$ cat config.mk
export PLATFORM = sky130hd
export DESIGN_NAME = magnetometer_moving_average_flat
export DESIGN_NICKNAME = d
export VERILOG_FILES = /design/src/mma_pkg.sv /design/src/mma_if.sv /design/src/mma_ram.sv /design/src/mma_lane.sv /design/src/magnetometer_moving_average.sv /design/src/flat_wrapper.sv
export SDC_FILE = /design/constraint.sdc
export NUM_CORES = 2
export LEC_CHECK = 0
export BUFFER_PORTS_ARGS = -buffer_cell sky130_fd_sc_hd__buf_2
export CORE_MARGIN = 2
export CORE_UTILIZATION = 50
export DETAILED_ROUTE_END_ITERATION = 6
export GPL_TIMING_DRIVEN = 0
export PLACE_DENSITY = 0.73
export REMOVE_ABC_BUFFERS = 1
export SKIP_CTS_REPAIR_TIMING = 1
export SLEW_MARGIN = 40
export SYNTH_ARGS = -nofsm -noshare
export SYNTH_HDL_FRONTEND = slang
export SYNTH_SLANG_ARGS = --single-unit
$ cat constraint.sdc
create_clock -name clk -period 20.9 [get_ports clk]
set_input_delay 3.135 -clock clk [delete_from_list [all_inputs] [get_ports clk]]
set_output_delay 3.135 -clock clk [all_outputs]
set_load 0.02 [all_outputs]
$ cat src/mma_pkg.sv
// Shared types and constants for the magnetometer moving-average block.
package mma_pkg;

    // Field widths
    localparam int BYTE_W     = 8;
    localparam int RAW_W      = 20;
    localparam int SAMP_W     = 21;
    localparam int GAIN_W     = 16;
    localparam int GPROD_W    = SAMP_W + GAIN_W + 1;
    localparam int NUM_AXES   = 3;
    localparam int NUM_STAGES = 9;

    // Configuration port
    localparam int CFG_IDX_W  = 8;
    localparam int CFG_DATA_W = 20;

    localparam logic [CFG_IDX_W-1:0] CFG_OFFSET_X = CFG_IDX_W'(0);
    localparam logic [CFG_IDX_W-1:0] CFG_OFFSET_Y = CFG_IDX_W'(1);
    localparam logic [CFG_IDX_W-1:0] CFG_OFFSET_Z = CFG_IDX_W'(2);
    localparam logic [CFG_IDX_W-1:0] CFG_GAIN     = CFG_IDX_W'(3);

    localparam logic [RAW_W-1:0]  OFFSET_RESET = RAW_W'(524288);
    localparam logic [GAIN_W-1:0] GAIN_RESET   = GAIN_W'(4096);

    // Raw bytes of one axis
    typedef struct packed {
        logic [BYTE_W-1:0] high;
        logic [BYTE_W-1:0] mid;
        logic [BYTE_W-1:0] low;
    } mma_axis_t;

    // Pipeline control shared by all lanes
    typedef struct packed {
        logic [NUM_STAGES:1] en;
        logic                accept;
        logic                sample_new;
        logic                ring_full;
        logic                sum_upd;
    } mma_ctrl_t;

endpackage

$ cat src/mma_if.sv
// Request channel interfaces: input readings, results and configuration writes.
interface mma_in_if;
    logic       valid;
    logic       ready;
    logic       ready_req;
    logic [7:0] x_high;
    logic [7:0] x_mid;
    logic [7:0] x_low;
    logic [7:0] y_high;
    logic [7:0] y_mid;
    logic [7:0] y_low;
    logic [7:0] z_high;
    logic [7:0] z_mid;
    logic [7:0] z_low;

    modport source (
        output valid, ready_req, x_high, x_mid, x_low, y_high, y_mid, y_low,
               z_high, z_mid, z_low,
        input  ready
    );
    modport sink (
        input  valid, ready_req, x_high, x_mid, x_low, y_high, y_mid, y_low,
               z_high, z_mid, z_low,
        output ready
    );
endinterface

interface mma_out_if;
    logic               valid;
    logic               ready;
    logic signed [20:0] mean_x;
    logic signed [20:0] mean_y;
    logic signed [20:0] mean_z;
    logic signed [20:0] scaled_x;
    logic signed [20:0] scaled_y;
    logic signed [20:0] scaled_z;

    modport source (
        output valid, mean_x, mean_y, mean_z, scaled_x, scaled_y, scaled_z,
        input  ready
    );
    modport sink (
        input  valid, mean_x, mean_y, mean_z, scaled_x, scaled_y, scaled_z,
        output ready
    );
endinterface

interface mma_cfg_if;
    logic        valid;
    logic        ready;
    logic [7:0]  index;
    logic [19:0] data;

    modport source (
        output valid, index, data,
        input  ready
    );
    modport sink (
        input  valid, index, data,
        output ready
    );
endinterface

$ cat src/mma_ram.sv
// Generic single-write, single-read RAM with registered read data.
module mma_ram #(
    parameter int WIDTH = 21,
    parameter int DEPTH = 16
) (
    input  logic                                   clk,
    input  logic                                   we,
    input  logic [((DEPTH > 1) ? $clog2(DEPTH) : 1)-1:0] wr_addr,
    input  logic [WIDTH-1:0]                       wr_data,
    input  logic                                   rd_en,
    input  logic [((DEPTH > 1) ? $clog2(DEPTH) : 1)-1:0] rd_addr,
    output logic [WIDTH-1:0]                       rd_data
);

    logic [WIDTH-1:0] mem_reg [DEPTH];
    logic [WIDTH-1:0] rd_data_reg;

    // Read returns the old contents when both ports hit the same entry
    always_ff @(posedge clk)
    begin
        if (rd_en)
        begin
            rd_data_reg <= mem_reg[rd_addr];
        end
        if (we)
        begin
            mem_reg[wr_addr] <= wr_data;
        end
    end

    assign rd_data = rd_data_reg;

endmodule

$ cat src/mma_lane.sv
// One axis lane: sample correction, ring, running sum, mean divider and gain.
module mma_lane import mma_pkg::*; #(
    parameter int WINDOW = 16
) (
    input  logic                                     clk,
    input  logic                                     rst_n,
    input  mma_ctrl_t                                ctrl,
    input  mma_axis_t                                axis,
    input  logic [RAW_W-1:0]                         offset,
    input  logic [GAIN_W-1:0]                        gain,
    input  logic [((WINDOW > 1) ? $clog2(WINDOW) : 1)-1:0] slot,
    output logic signed [SAMP_W-1:0]                 mean,
    output logic signed [SAMP_W-1:0]                 scaled
);

    localparam int LW     = $clog2(WINDOW);
    localparam int MAG_W  = RAW_W + LW;
    localparam int SUM_W  = MAG_W + 1;
    localparam int Q_W    = SAMP_W;
    localparam logic [MAG_W-1:0] RECIP = MAG_W'((64'd1 << MAG_W) / WINDOW);
    localparam logic [LW:0]      WIN_C = (LW + 1)'(WINDOW);

    // Stage 1: corrected sample, last sample, ring access
    logic signed [SAMP_W-1:0] last_reg;
    logic signed [SAMP_W-1:0] corr;
    logic signed [SAMP_W-1:0] samp_next;
    logic signed [SAMP_W-1:0] samp1_reg;
    logic                     full1_reg;
    logic [RAW_W-1:0]         raw;
    logic [SAMP_W-1:0]        rd_data;

    assign raw       = {axis.high, axis.mid, axis.low[BYTE_W-1 -: 4]};
    assign corr      = $signed({1'b0, raw}) - $signed({1'b0, offset});
    assign samp_next = ctrl.sample_new ? corr : last_reg;

    always_ff @(posedge clk or negedge rst_n)
    begin
        if (!rst_n)
        begin
            last_reg <= '0;
        end
        else if (ctrl.accept && ctrl.sample_new)
        begin
            last_reg <= corr;
        end
    end

    always_ff @(posedge clk)
    begin
        if (ctrl.en[1])
        begin
            samp1_reg <= samp_next;
            full1_reg <= ctrl.ring_full;
        end
    end

    mma_ram #(
        .WIDTH (SAMP_W),
        .DEPTH (WINDOW)
    ) u_ring (
        .clk     (clk),
        .we      (ctrl.accept),
        .wr_addr (slot),
        .wr_data (samp_next),
        .rd_en   (ctrl.accept),
        .rd_addr (slot),
        .rd_data (rd_data)
    );

    // Stage 2: running window sum
    logic signed [SUM_W-1:0]  sum_reg;
    logic signed [SUM_W-1:0]  sum_next;
    logic signed [SUM_W-1:0]  sum2_reg;
    logic signed [SAMP_W-1:0] old_samp;

    assign old_samp = full1_reg ? $signed(rd_data) : '0;
    assign sum_next = sum_reg + SUM_W'(samp1_reg) - SUM_W'(old_samp);

    always_ff @(posedge clk or negedge rst_n)
    begin
        if (!rst_n)
        begin
            sum_reg <= '0;
        end
        else if (ctrl.sum_upd)
        begin
            sum_reg <= sum_next;
        end
    end

    always_ff @(posedge clk)
    begin
        if (ctrl.en[2])
        begin
            sum2_reg <= sum_next;
        end
    end

    // Stage 3: sign and magnitude
    logic             neg3_reg;
    logic [MAG_W-1:0] mag3_reg;

    always_ff @(posedge clk)
    begin
        if (ctrl.en[3])
        begin
            neg3_reg <= sum2_reg[SUM_W-1];
            mag3_reg <= sum2_reg[SUM_W-1] ? MAG_W'(-sum2_reg) : MAG_W'(sum2_reg);
        end
    end

    // Stage 4: reciprocal multiply
    logic               neg4_reg;
    logic [MAG_W-1:0]   mag4_reg;
    logic [2*MAG_W-1:0] prod4_reg;

    always_ff @(posedge clk)
    begin
        if (ctrl.en[4])
        begin
            neg4_reg  <= neg3_reg;
            mag4_reg  <= mag3_reg;
            prod4_reg <= {{MAG_W{1'b0}}, mag3_reg} * {{MAG_W{1'b0}}, RECIP};
        end
    end

    // Stage 5: quotient estimate and its back product
    logic             neg5_reg;
    logic [MAG_W-1:0] mag5_reg;
    logic [Q_W-1:0]   q0;
    logic [Q_W-1:0]   q0_5_reg;
    logic [MAG_W:0]   qw5_reg;

    assign q0 = prod4_reg[MAG_W +: Q_W];

    always_ff @(posedge clk)
    begin
        if (ctrl.en[5])
        begin
            neg5_reg <= neg4_reg;
            mag5_reg <= mag4_reg;
            q0_5_reg <= q0;
            qw5_reg  <= {{(MAG_W + 1 - Q_W){1'b0}}, q0} *
                        {{(MAG_W - LW){1'b0}}, WIN_C};
        end
    end

    // Stage 6: estimate is low by at most one; fix with remainder check
    logic [MAG_W:0] rem;
    logic           neg6_reg;
    logic [Q_W-1:0] q6_reg;

    assign rem = {1'b0, mag5_reg} - qw5_reg;

    always_ff @(posedge clk)
    begin
        if (ctrl.en[6])
        begin
            neg6_reg <= neg5_reg;
            q6_reg   <= (rem >= {{(MAG_W - LW){1'b0}}, WIN_C}) ? q0_5_reg + Q_W'(1) : q0_5_reg;
        end
    end

    // Stage 7: signed mean, truncated toward zero
    logic signed [SAMP_W-1:0] mean7_reg;

    always_ff @(posedge clk)
    begin
        if (ctrl.en[7])
        begin
            mean7_reg <= neg6_reg ? -$signed(q6_reg) : $signed(q6_reg);
        end
    end

    // Stage 8: gain multiply
    logic signed [SAMP_W-1:0]  mean8_reg;
    logic signed [GPROD_W-1:0] gprod8_reg;
    logic signed [GPROD_W-1:0] gprod_next;

    assign gprod_next = GPROD_W'(mean7_reg) * GPROD_W'($signed({1'b0, gain}));

    always_ff @(posedge clk)
    begin
        if (ctrl.en[8])
        begin
            mean8_reg  <= mean7_reg;
            gprod8_reg <= gprod_next;
        end
    end

    // Arithmetic shift right by sixteen
    assign mean   = mean8_reg;
    assign scaled = gprod8_reg[GAIN_W +: SAMP_W];

endmodule

$ cat src/magnetometer_moving_average.sv
// Top level of the three-axis magnetometer moving-average filter.
//
//   channel  | dir | handshake     | payload
//   in_ch    | in  | valid/ready   | ready_req, {x,y,z}_{high,mid,low}
//   out_ch   | out | valid/ready   | mean_{x,y,z}, scaled_{x,y,z}
//   cfg_ch   | in  | valid/ready   | index, data (always ready)
//
// One request per cycle is taken while out_ch does not stall; a result passes through
// the divider and gain pipeline of each axis lane and then the merge register.
// Each axis sum updates as a sample leaves stage 1, so requests follow back to back.
// Reset clears control, sums and the last sample; ring entries not yet written
// read as zero through a ring-full flag, so no clearing pass is needed.
// A stall on out_ch fills the pipeline bubbles first, then drops in_ch.ready.
module magnetometer_moving_average import mma_pkg::*; #(
    parameter int WINDOW = 16
) (
    input  logic      clk,
    input  logic      rst_n,
    mma_in_if.sink    in_ch,
    mma_out_if.source out_ch,
    mma_cfg_if.sink   cfg_ch
);

    localparam int SLOT_W = (WINDOW > 1) ? $clog2(WINDOW) : 1;

    // Configuration registers
    logic [RAW_W-1:0]  offset_reg [NUM_AXES];
    logic [GAIN_W-1:0] gain_reg;

    assign cfg_ch.ready = 1'b1;

    always_ff @(posedge clk or negedge rst_n)
    begin
        if (!rst_n)
        begin
            offset_reg[0] <= OFFSET_RESET;
            offset_reg[1] <= OFFSET_RESET;
            offset_reg[2] <= OFFSET_RESET;
            gain_reg      <= GAIN_RESET;
        end
        else if (cfg_ch.valid)
        begin
            case (cfg_ch.index)
                CFG_OFFSET_X: offset_reg[0] <= cfg_ch.data[RAW_W-1:0];
                CFG_OFFSET_Y: offset_reg[1] <= cfg_ch.data[RAW_W-1:0];
                CFG_OFFSET_Z: offset_reg[2] <= cfg_ch.data[RAW_W-1:0];
                CFG_GAIN:     gain_reg      <= cfg_ch.data[GAIN_W-1:0];
                default:      ;
            endcase
        end
    end

    // Pipeline flow control: a stage loads when empty or when it drains
    logic [NUM_STAGES:1] v_reg;
    logic [NUM_STAGES:1] en;
    logic                accept;

    always_comb
    begin
        en[NUM_STAGES] = !v_reg[NUM_STAGES] || out_ch.ready;
        for (int k = NUM_STAGES - 1; k >= 1; k--)
        begin
            en[k] = !v_reg[k] || en[k + 1];
        end
    end

    assign accept      = in_ch.valid && en[1];
    assign in_ch.ready = en[1];

    always_ff @(posedge clk or negedge rst_n)
    begin
        if (!rst_n)
        begin
            v_reg <= '0;
        end
        else
        begin
            if (en[1])
            begin
                v_reg[1] <= in_ch.valid;
            end
            for (int k = 2; k <= NUM_STAGES; k++)
            begin
                if (en[k])
                begin
                    v_reg[k] <= v_reg[k - 1];
                end
            end
        end
    end

    // Ring write pointer and wrap flag
    logic [SLOT_W-1:0] slot_reg;
    logic              full_reg;

    always_ff @(posedge clk or negedge rst_n)
    begin
        if (!rst_n)
        begin
            slot_reg <= '0;
            full_reg <= 1'b0;
        end
        else if (accept)
        begin
            if (slot_reg == SLOT_W'(WINDOW - 1))
            begin
                slot_reg <= '0;
                full_reg <= 1'b1;
            end
            else
            begin
                slot_reg <= slot_reg + SLOT_W'(1);
            end
        end
    end

    // Lane control
    mma_ctrl_t ctrl;

    assign ctrl.en         = en;
    assign ctrl.accept     = accept;
    assign ctrl.sample_new = in_ch.ready_req;
    assign ctrl.ring_full  = full_reg;
    assign ctrl.sum_upd    = v_reg[1] && en[2];

    // Axis lanes
    mma_axis_t                axis_in    [NUM_AXES];
    logic signed [SAMP_W-1:0] lane_mean  [NUM_AXES];
    logic signed [SAMP_W-1:0] lane_scale [NUM_AXES];

    assign axis_in[0] = '{high: in_ch.x_high, mid: in_ch.x_mid, low: in_ch.x_low};
    assign axis_in[1] = '{high: in_ch.y_high, mid: in_ch.y_mid, low: in_ch.y_low};
    assign axis_in[2] = '{high: in_ch.z_high, mid: in_ch.z_mid, low: in_ch.z_low};

    for (genvar a = 0; a < NUM_AXES; a++)
    begin : g_lane
        mma_lane #(
            .WINDOW (WINDOW)
        ) u_lane (
            .clk    (clk),
            .rst_n  (rst_n),
            .ctrl   (ctrl),
            .axis   (axis_in[a]),
            .offset (offset_reg[a]),
            .gain   (gain_reg),
            .slot   (slot_reg),
            .mean   (lane_mean[a]),
            .scaled (lane_scale[a])
        );
    end

    // Merge stage: output register gathering all lanes
    logic signed [SAMP_W-1:0] mean_reg  [NUM_AXES];
    logic signed [SAMP_W-1:0] scale_reg [NUM_AXES];

    always_ff @(posedge clk)
    begin
        if (en[NUM_STAGES])
        begin
            for (int a = 0; a < NUM_AXES; a++)
            begin
                mean_reg[a]  <= lane_mean[a];
                scale_reg[a] <= lane_scale[a];
            end
        end
    end

    assign out_ch.valid    = v_reg[NUM_STAGES];
    assign out_ch.mean_x   = mean_reg[0];
    assign out_ch.mean_y   = mean_reg[1];
    assign out_ch.mean_z   = mean_reg[2];
    assign out_ch.scaled_x = scale_reg[0];
    assign out_ch.scaled_y = scale_reg[1];
    assign out_ch.scaled_z = scale_reg[2];

endmodule

$ cat src/flat_wrapper.sv
// flat-port wrapper written by rule: the top's interface ports become plain ports
module magnetometer_moving_average_flat import mma_pkg::*;
#(
    parameter int WINDOW = 16
)
  (clk, rst_n, in_ch_valid, in_ch_ready_req, in_ch_x_high, in_ch_x_mid, in_ch_x_low, in_ch_y_high, in_ch_y_mid, in_ch_y_low, in_ch_z_high, in_ch_z_mid, in_ch_z_low, in_ch_ready, out_ch_valid, out_ch_mean_x, out_ch_mean_y, out_ch_mean_z, out_ch_scaled_x, out_ch_scaled_y, out_ch_scaled_z, out_ch_ready, cfg_ch_valid, cfg_ch_index, cfg_ch_data, cfg_ch_ready);
  mma_in_if in_ch_i ();
  mma_out_if out_ch_i ();
  mma_cfg_if cfg_ch_i ();
  input  logic clk;
  input  logic rst_n;
  input wire logic [$bits(in_ch_i.valid)-1:0] in_ch_valid;
  input wire logic [$bits(in_ch_i.ready_req)-1:0] in_ch_ready_req;
  input wire logic [$bits(in_ch_i.x_high)-1:0] in_ch_x_high;
  input wire logic [$bits(in_ch_i.x_mid)-1:0] in_ch_x_mid;
  input wire logic [$bits(in_ch_i.x_low)-1:0] in_ch_x_low;
  input wire logic [$bits(in_ch_i.y_high)-1:0] in_ch_y_high;
  input wire logic [$bits(in_ch_i.y_mid)-1:0] in_ch_y_mid;
  input wire logic [$bits(in_ch_i.y_low)-1:0] in_ch_y_low;
  input wire logic [$bits(in_ch_i.z_high)-1:0] in_ch_z_high;
  input wire logic [$bits(in_ch_i.z_mid)-1:0] in_ch_z_mid;
  input wire logic [$bits(in_ch_i.z_low)-1:0] in_ch_z_low;
  output wire logic [$bits(in_ch_i.ready)-1:0] in_ch_ready;
  output wire logic [$bits(out_ch_i.valid)-1:0] out_ch_valid;
  output wire logic [$bits(out_ch_i.mean_x)-1:0] out_ch_mean_x;
  output wire logic [$bits(out_ch_i.mean_y)-1:0] out_ch_mean_y;
  output wire logic [$bits(out_ch_i.mean_z)-1:0] out_ch_mean_z;
  output wire logic [$bits(out_ch_i.scaled_x)-1:0] out_ch_scaled_x;
  output wire logic [$bits(out_ch_i.scaled_y)-1:0] out_ch_scaled_y;
  output wire logic [$bits(out_ch_i.scaled_z)-1:0] out_ch_scaled_z;
  input wire logic [$bits(out_ch_i.ready)-1:0] out_ch_ready;
  input wire logic [$bits(cfg_ch_i.valid)-1:0] cfg_ch_valid;
  input wire logic [$bits(cfg_ch_i.index)-1:0] cfg_ch_index;
  input wire logic [$bits(cfg_ch_i.data)-1:0] cfg_ch_data;
  output wire logic [$bits(cfg_ch_i.ready)-1:0] cfg_ch_ready;
  assign in_ch_i.valid = in_ch_valid;
  assign in_ch_i.ready_req = in_ch_ready_req;
  assign in_ch_i.x_high = in_ch_x_high;
  assign in_ch_i.x_mid = in_ch_x_mid;
  assign in_ch_i.x_low = in_ch_x_low;
  assign in_ch_i.y_high = in_ch_y_high;
  assign in_ch_i.y_mid = in_ch_y_mid;
  assign in_ch_i.y_low = in_ch_y_low;
  assign in_ch_i.z_high = in_ch_z_high;
  assign in_ch_i.z_mid = in_ch_z_mid;
  assign in_ch_i.z_low = in_ch_z_low;
  assign in_ch_ready = in_ch_i.ready;
  assign out_ch_valid = out_ch_i.valid;
  assign out_ch_mean_x = out_ch_i.mean_x;
  assign out_ch_mean_y = out_ch_i.mean_y;
  assign out_ch_mean_z = out_ch_i.mean_z;
  assign out_ch_scaled_x = out_ch_i.scaled_x;
  assign out_ch_scaled_y = out_ch_i.scaled_y;
  assign out_ch_scaled_z = out_ch_i.scaled_z;
  assign out_ch_i.ready = out_ch_ready;
  assign cfg_ch_i.valid = cfg_ch_valid;
  assign cfg_ch_i.index = cfg_ch_index;
  assign cfg_ch_i.data = cfg_ch_data;
  assign cfg_ch_ready = cfg_ch_i.ready;
  magnetometer_moving_average #(.WINDOW(WINDOW)) u_core (.clk(clk), .rst_n(rst_n), .in_ch(in_ch_i), .out_ch(out_ch_i), .cfg_ch(cfg_ch_i));
endmodule
==> results.md <==
- Req. time, crit path: ~18 ns
- Worst hold path endpoint: u_core.scale_reg[0][55]
- Site row count: between 150 and 200
- Flop and latch count out of synthesis: 2,005
- Switch Pwr: ~6.4 mW
- Library cell used as clock root buffer: sky130_fd_sc_hd__clkbuf_16
- Most frequent cell after synthesis: sky130_fd_sc_hd__edfxtp_1
- Final worst path period need: 8.83 ns
- Net Sw Frac: 36.9%
- Average footprint of a synthesized cell: about 14 um^2
- Floorplan Core Area: 232,000 um^2
- PwrDens: 132 nW/um^2
- Leakage power figure: 53.6 nW
- Storage cell area: 59,100 um^2
- Final setup TNS: 0 ns
- Die width: 487 um
- Residual antenna-violating net count after detailed routing: 0
- DRC violation total after the first TritonRoute iteration: between 5,000 and 6,000
- Register share of total power: 39.5%
- Initial cell density of the core: 50.2%
- EDFF count, synth: about 1,800
- Setup repair after global routing missed its margin: false
- Maximum number of pins on one net before global-route repair: 78
- H-tree level count: 4
- Area of the die: 237,000 um^2
- Clock transition at the registers of the reported paths: 0.07 ns
- Top cell type by total area after synthesis: sky130_fd_sc_hd__edfxtp_1
- RePlAce Congestion: 0.873
- Worst supply voltage drop on vdd: between 0.1 and 0.15 mV
- Number of search-and-repair iterations in the first detailed-routing pass: 5
- Most used flip-flop cell after synthesis: sky130_fd_sc_hd__edfxtp_1
- Global-route wire length before repair: ~420 mm
- Leftover overflow at the end of global routing: 0
- Busiest grt layer: met2
- Half-perimeter wire length after detailed placement: 190 mm
- Sequential cell area fraction in the yosys report: around half
- Capture point of the worst reg-to-reg path: u_core.g_lane[0].u_lane.gprod8_reg[34]
- Total CTS buffers: slightly above 200
- Via count: 66,700
- Synth warn: 0
- Worst slew slack as a fraction of its limit: 37.8%
- GR Layer Usage met3: 4.46%
- Proportion of layout cells with a drive suffix above 1: 15.1%
- Synth area leaders: sky130_fd_sc_hd__edfxtp_1 46%, sky130_fd_sc_hd__fa_1 18%, sky130_fd_sc_hd__mux4_2 6.1%
- GRT Overall Usage: 23.5%
- Comb power frac: 39.1%
- Async SR Flop Fraction: between 10% and 20%
- Pint: 10.9 mW
- Final layout net count: 10,300
- Detailed-route DRC error count: 0
- Critical path fanouts, max: 26
- Final setup skew: approximately 0.042 ns
- Vias in the first global route: 71,600
- Run status: complete, no violations
- Gate Count Post-Synth: 8,442
- Met1 global-route usage: 31.0%
- Clock tree from TritonCTS: yes
- Port bufs: 221
- Clock group share of total power: 21.4%
- Vert. Die Dim: 487 um
- Class of the tightest hold or removal check: reg -> reg
- CP Data Arrival Time: 5.69 ns
- Tcrit/Tclk final: ~42%
- Number of antenna violations at the first check in global routing: 19
- Post-synth cell types: 76
- Area added between synthesis and finish: 12.0%
- Worst skew pair latency: 0.86 ns
- Largest register FFs: about 1,000
- Worst Tran Pin Value: slightly above 0.9 ns
- Met2 track utilization from global routing: 39.5%
- Most instantiated cells after synthesis: 1,777 x sky130_fd_sc_hd__edfxtp_1, 1,532 x sky130_fd_sc_hd__inv_1, 1,059 x sky130_fd_sc_hd__fa_1, 827 x sky130_fd_sc_hd__nand2_1, 463 x sky130_fd_sc_hd__and2_1
- Post-DR vias/cell: about 5.6
- Cell area after technology mapping: 116,000 um^2
- Ports placed on the boundary: roughly 240
- Number of fill cells in the layout: about 18,000
- Worst hold start: u_core.g_lane[2].u_lane.gprod8_reg[29]
- Kind of critical path: in -> out
- Worst setup EP type: primary output
- Finished Core Util: a little under three fifths
- Number of max-capacitance violations reported: 0
- Total area of multi-input combinational cells: 50,600 um^2
- Worst setup SP type: input port
- Number of hold violations in the final report: 0
- Path depth of the worst reg2reg path: 22
- Power after layout: 17.2 mW
- Clk sink count: 2,005
- Final Slew Violations: 0
- Clock tree buffer depth: 3
- Routed wire per std cell: 22.8 um
- Share of the synthesized area in the top cell type: 45.8%
- Post-detailed-routing wire length: 273 mm
- Fmax: 0.113 GHz
- Reg2reg setup slack: 13.12 ns
- Final setup violating endpoints: 0
- Crit Reg-Reg Startpoint: u_core.gain_reg[8]
- Number of cells on the worst hold path: 0
==> cell type report <==
type,count,area share [%]
diodes,4,0.00767
clock buffers,235,4.02
clock inverters,148,1.21
inverters,1532,4.42
multi-input cells,4592,38.8
flip-flops and latches,2005,45.4
well taps,3043,2.92
repair buffers,427,3.25
==> layout by cell type (no fill, tap or decap), types with 27 or more instances in the layout <==
cell and count:
sky130_fd_sc_hd__mux2_2 175, sky130_fd_sc_hd__and2_1 453, sky130_fd_sc_hd__nor2b_1 29, sky130_fd_sc_hd__xor2_1 54, sky130_fd_sc_hd__clkinv_2 47, sky130_fd_sc_hd__nor3_1 55
sky130_fd_sc_hd__fa_1 1059, sky130_fd_sc_hd__and3_1 29, sky130_fd_sc_hd__buf_6 28, sky130_fd_sc_hd__buf_12 77, sky130_fd_sc_hd__ha_1 415, sky130_fd_sc_hd__mux4_2 315
sky130_fd_sc_hd__or3_1 27, sky130_fd_sc_hd__o21ai_0 185, sky130_fd_sc_hd__nand2b_1 37, sky130_fd_sc_hd__edfxtp_1 1777, sky130_fd_sc_hd__buf_2 238, sky130_fd_sc_hd__nand2_1 822
sky130_fd_sc_hd__clkinv_1 27, sky130_fd_sc_hd__xnor2_1 259, sky130_fd_sc_hd__clkbuf_1 27, sky130_fd_sc_hd__buf_4 43, sky130_fd_sc_hd__inv_1 1528, sky130_fd_sc_hd__a21oi_1 119
sky130_fd_sc_hd__nor2_1 115, sky130_fd_sc_hd__o31ai_1 34, sky130_fd_sc_hd__dfrtp_1 205, sky130_fd_sc_hd__nand3_1 41, sky130_fd_sc_hd__clkbuf_16 202, sky130_fd_sc_hd__a21o_1 58
==> per-stage QoR <==
step	cell area [um^2]	hold WS, ns	cells	setup WS, ns
floorplan	115000	0.400	8129	5.68
global placement	120000	0.400	11400	-4.78
detailed placement	123000	0.405	11600	12.06
CTS	130000	0.402	12000	12.04
global route	130000	0.408	12000	11.91
finish	130000	0.403	12000	12.07
==> power by group through the flow <==
stage,Clock [mW],Sequential [mW],Combinational [mW]
after floorplan,0,6.75,4.71
after global placement,0,7.23,6.28
after detailed placement,0,6.91,6.56
after CTS,3.74,6.84,6.64
after global routing,3.89,6.90,7.46
final,3.68,6.81,6.73
==> worst max-delay path: stages <==
cell,delay (ns)
sky130_fd_sc_hd__buf_2,0.15
sky130_fd_sc_hd__and3b_1,0.43
sky130_fd_sc_hd__and3_1,0.43
sky130_fd_sc_hd__nand3_4,0.39
sky130_fd_sc_hd__nor2_1,0.56
sky130_fd_sc_hd__nand3_4,0.31
sky130_fd_sc_hd__buf_2,0.28
==> cell families (layout without fill, tap and decap cells) <==
| group | Yosys count | in the layout | share of synthesized area, % |
|---|---|---|---|
| flops | 2005 | 2005 | 50.7 |
| compound gates | 581 | 581 | 3.17 |
| mux | 494 | 494 | 7.82 |
| xor+xnor | 313 | 313 | 2.35 |
| simple gates | 1729 | 1729 | 7.28 |
| buf+inv | 1845 | 2342 | 5.95 |
| fa+ha+maj | 1474 | 1474 | 22.7 |
| other cells | 1 | 5 | 0.00322 |
==> worst max path at each step <==
stage                                                               to  depth (start not counted)          startpoint
after floorplan           u_core.g_lane[0].u_lane.u_ring.mem_reg[7][0]                          3  u_core.slot_reg[0]
after global placement    u_core.g_lane[0].u_lane.u_ring.mem_reg[7][0]                          3  u_core.slot_reg[0]
after detailed placement                                   in_ch_ready                          7        out_ch_ready
after CTS                                                  in_ch_ready                          7        out_ch_ready
after global routing                                       in_ch_ready                          7        out_ch_ready
final                                                      in_ch_ready                          7        out_ch_ready
==> routing by layer <==
metal | routed length [um] | share of wire [%]
met1 | 107000 | 39
met2 | 135000 | 50
met3 | 21600 | 7.9
met4 | 8920 | 3.3
met5 | 11 | 0.0040
Note: power is estimated with default switching activity, not from simulation.
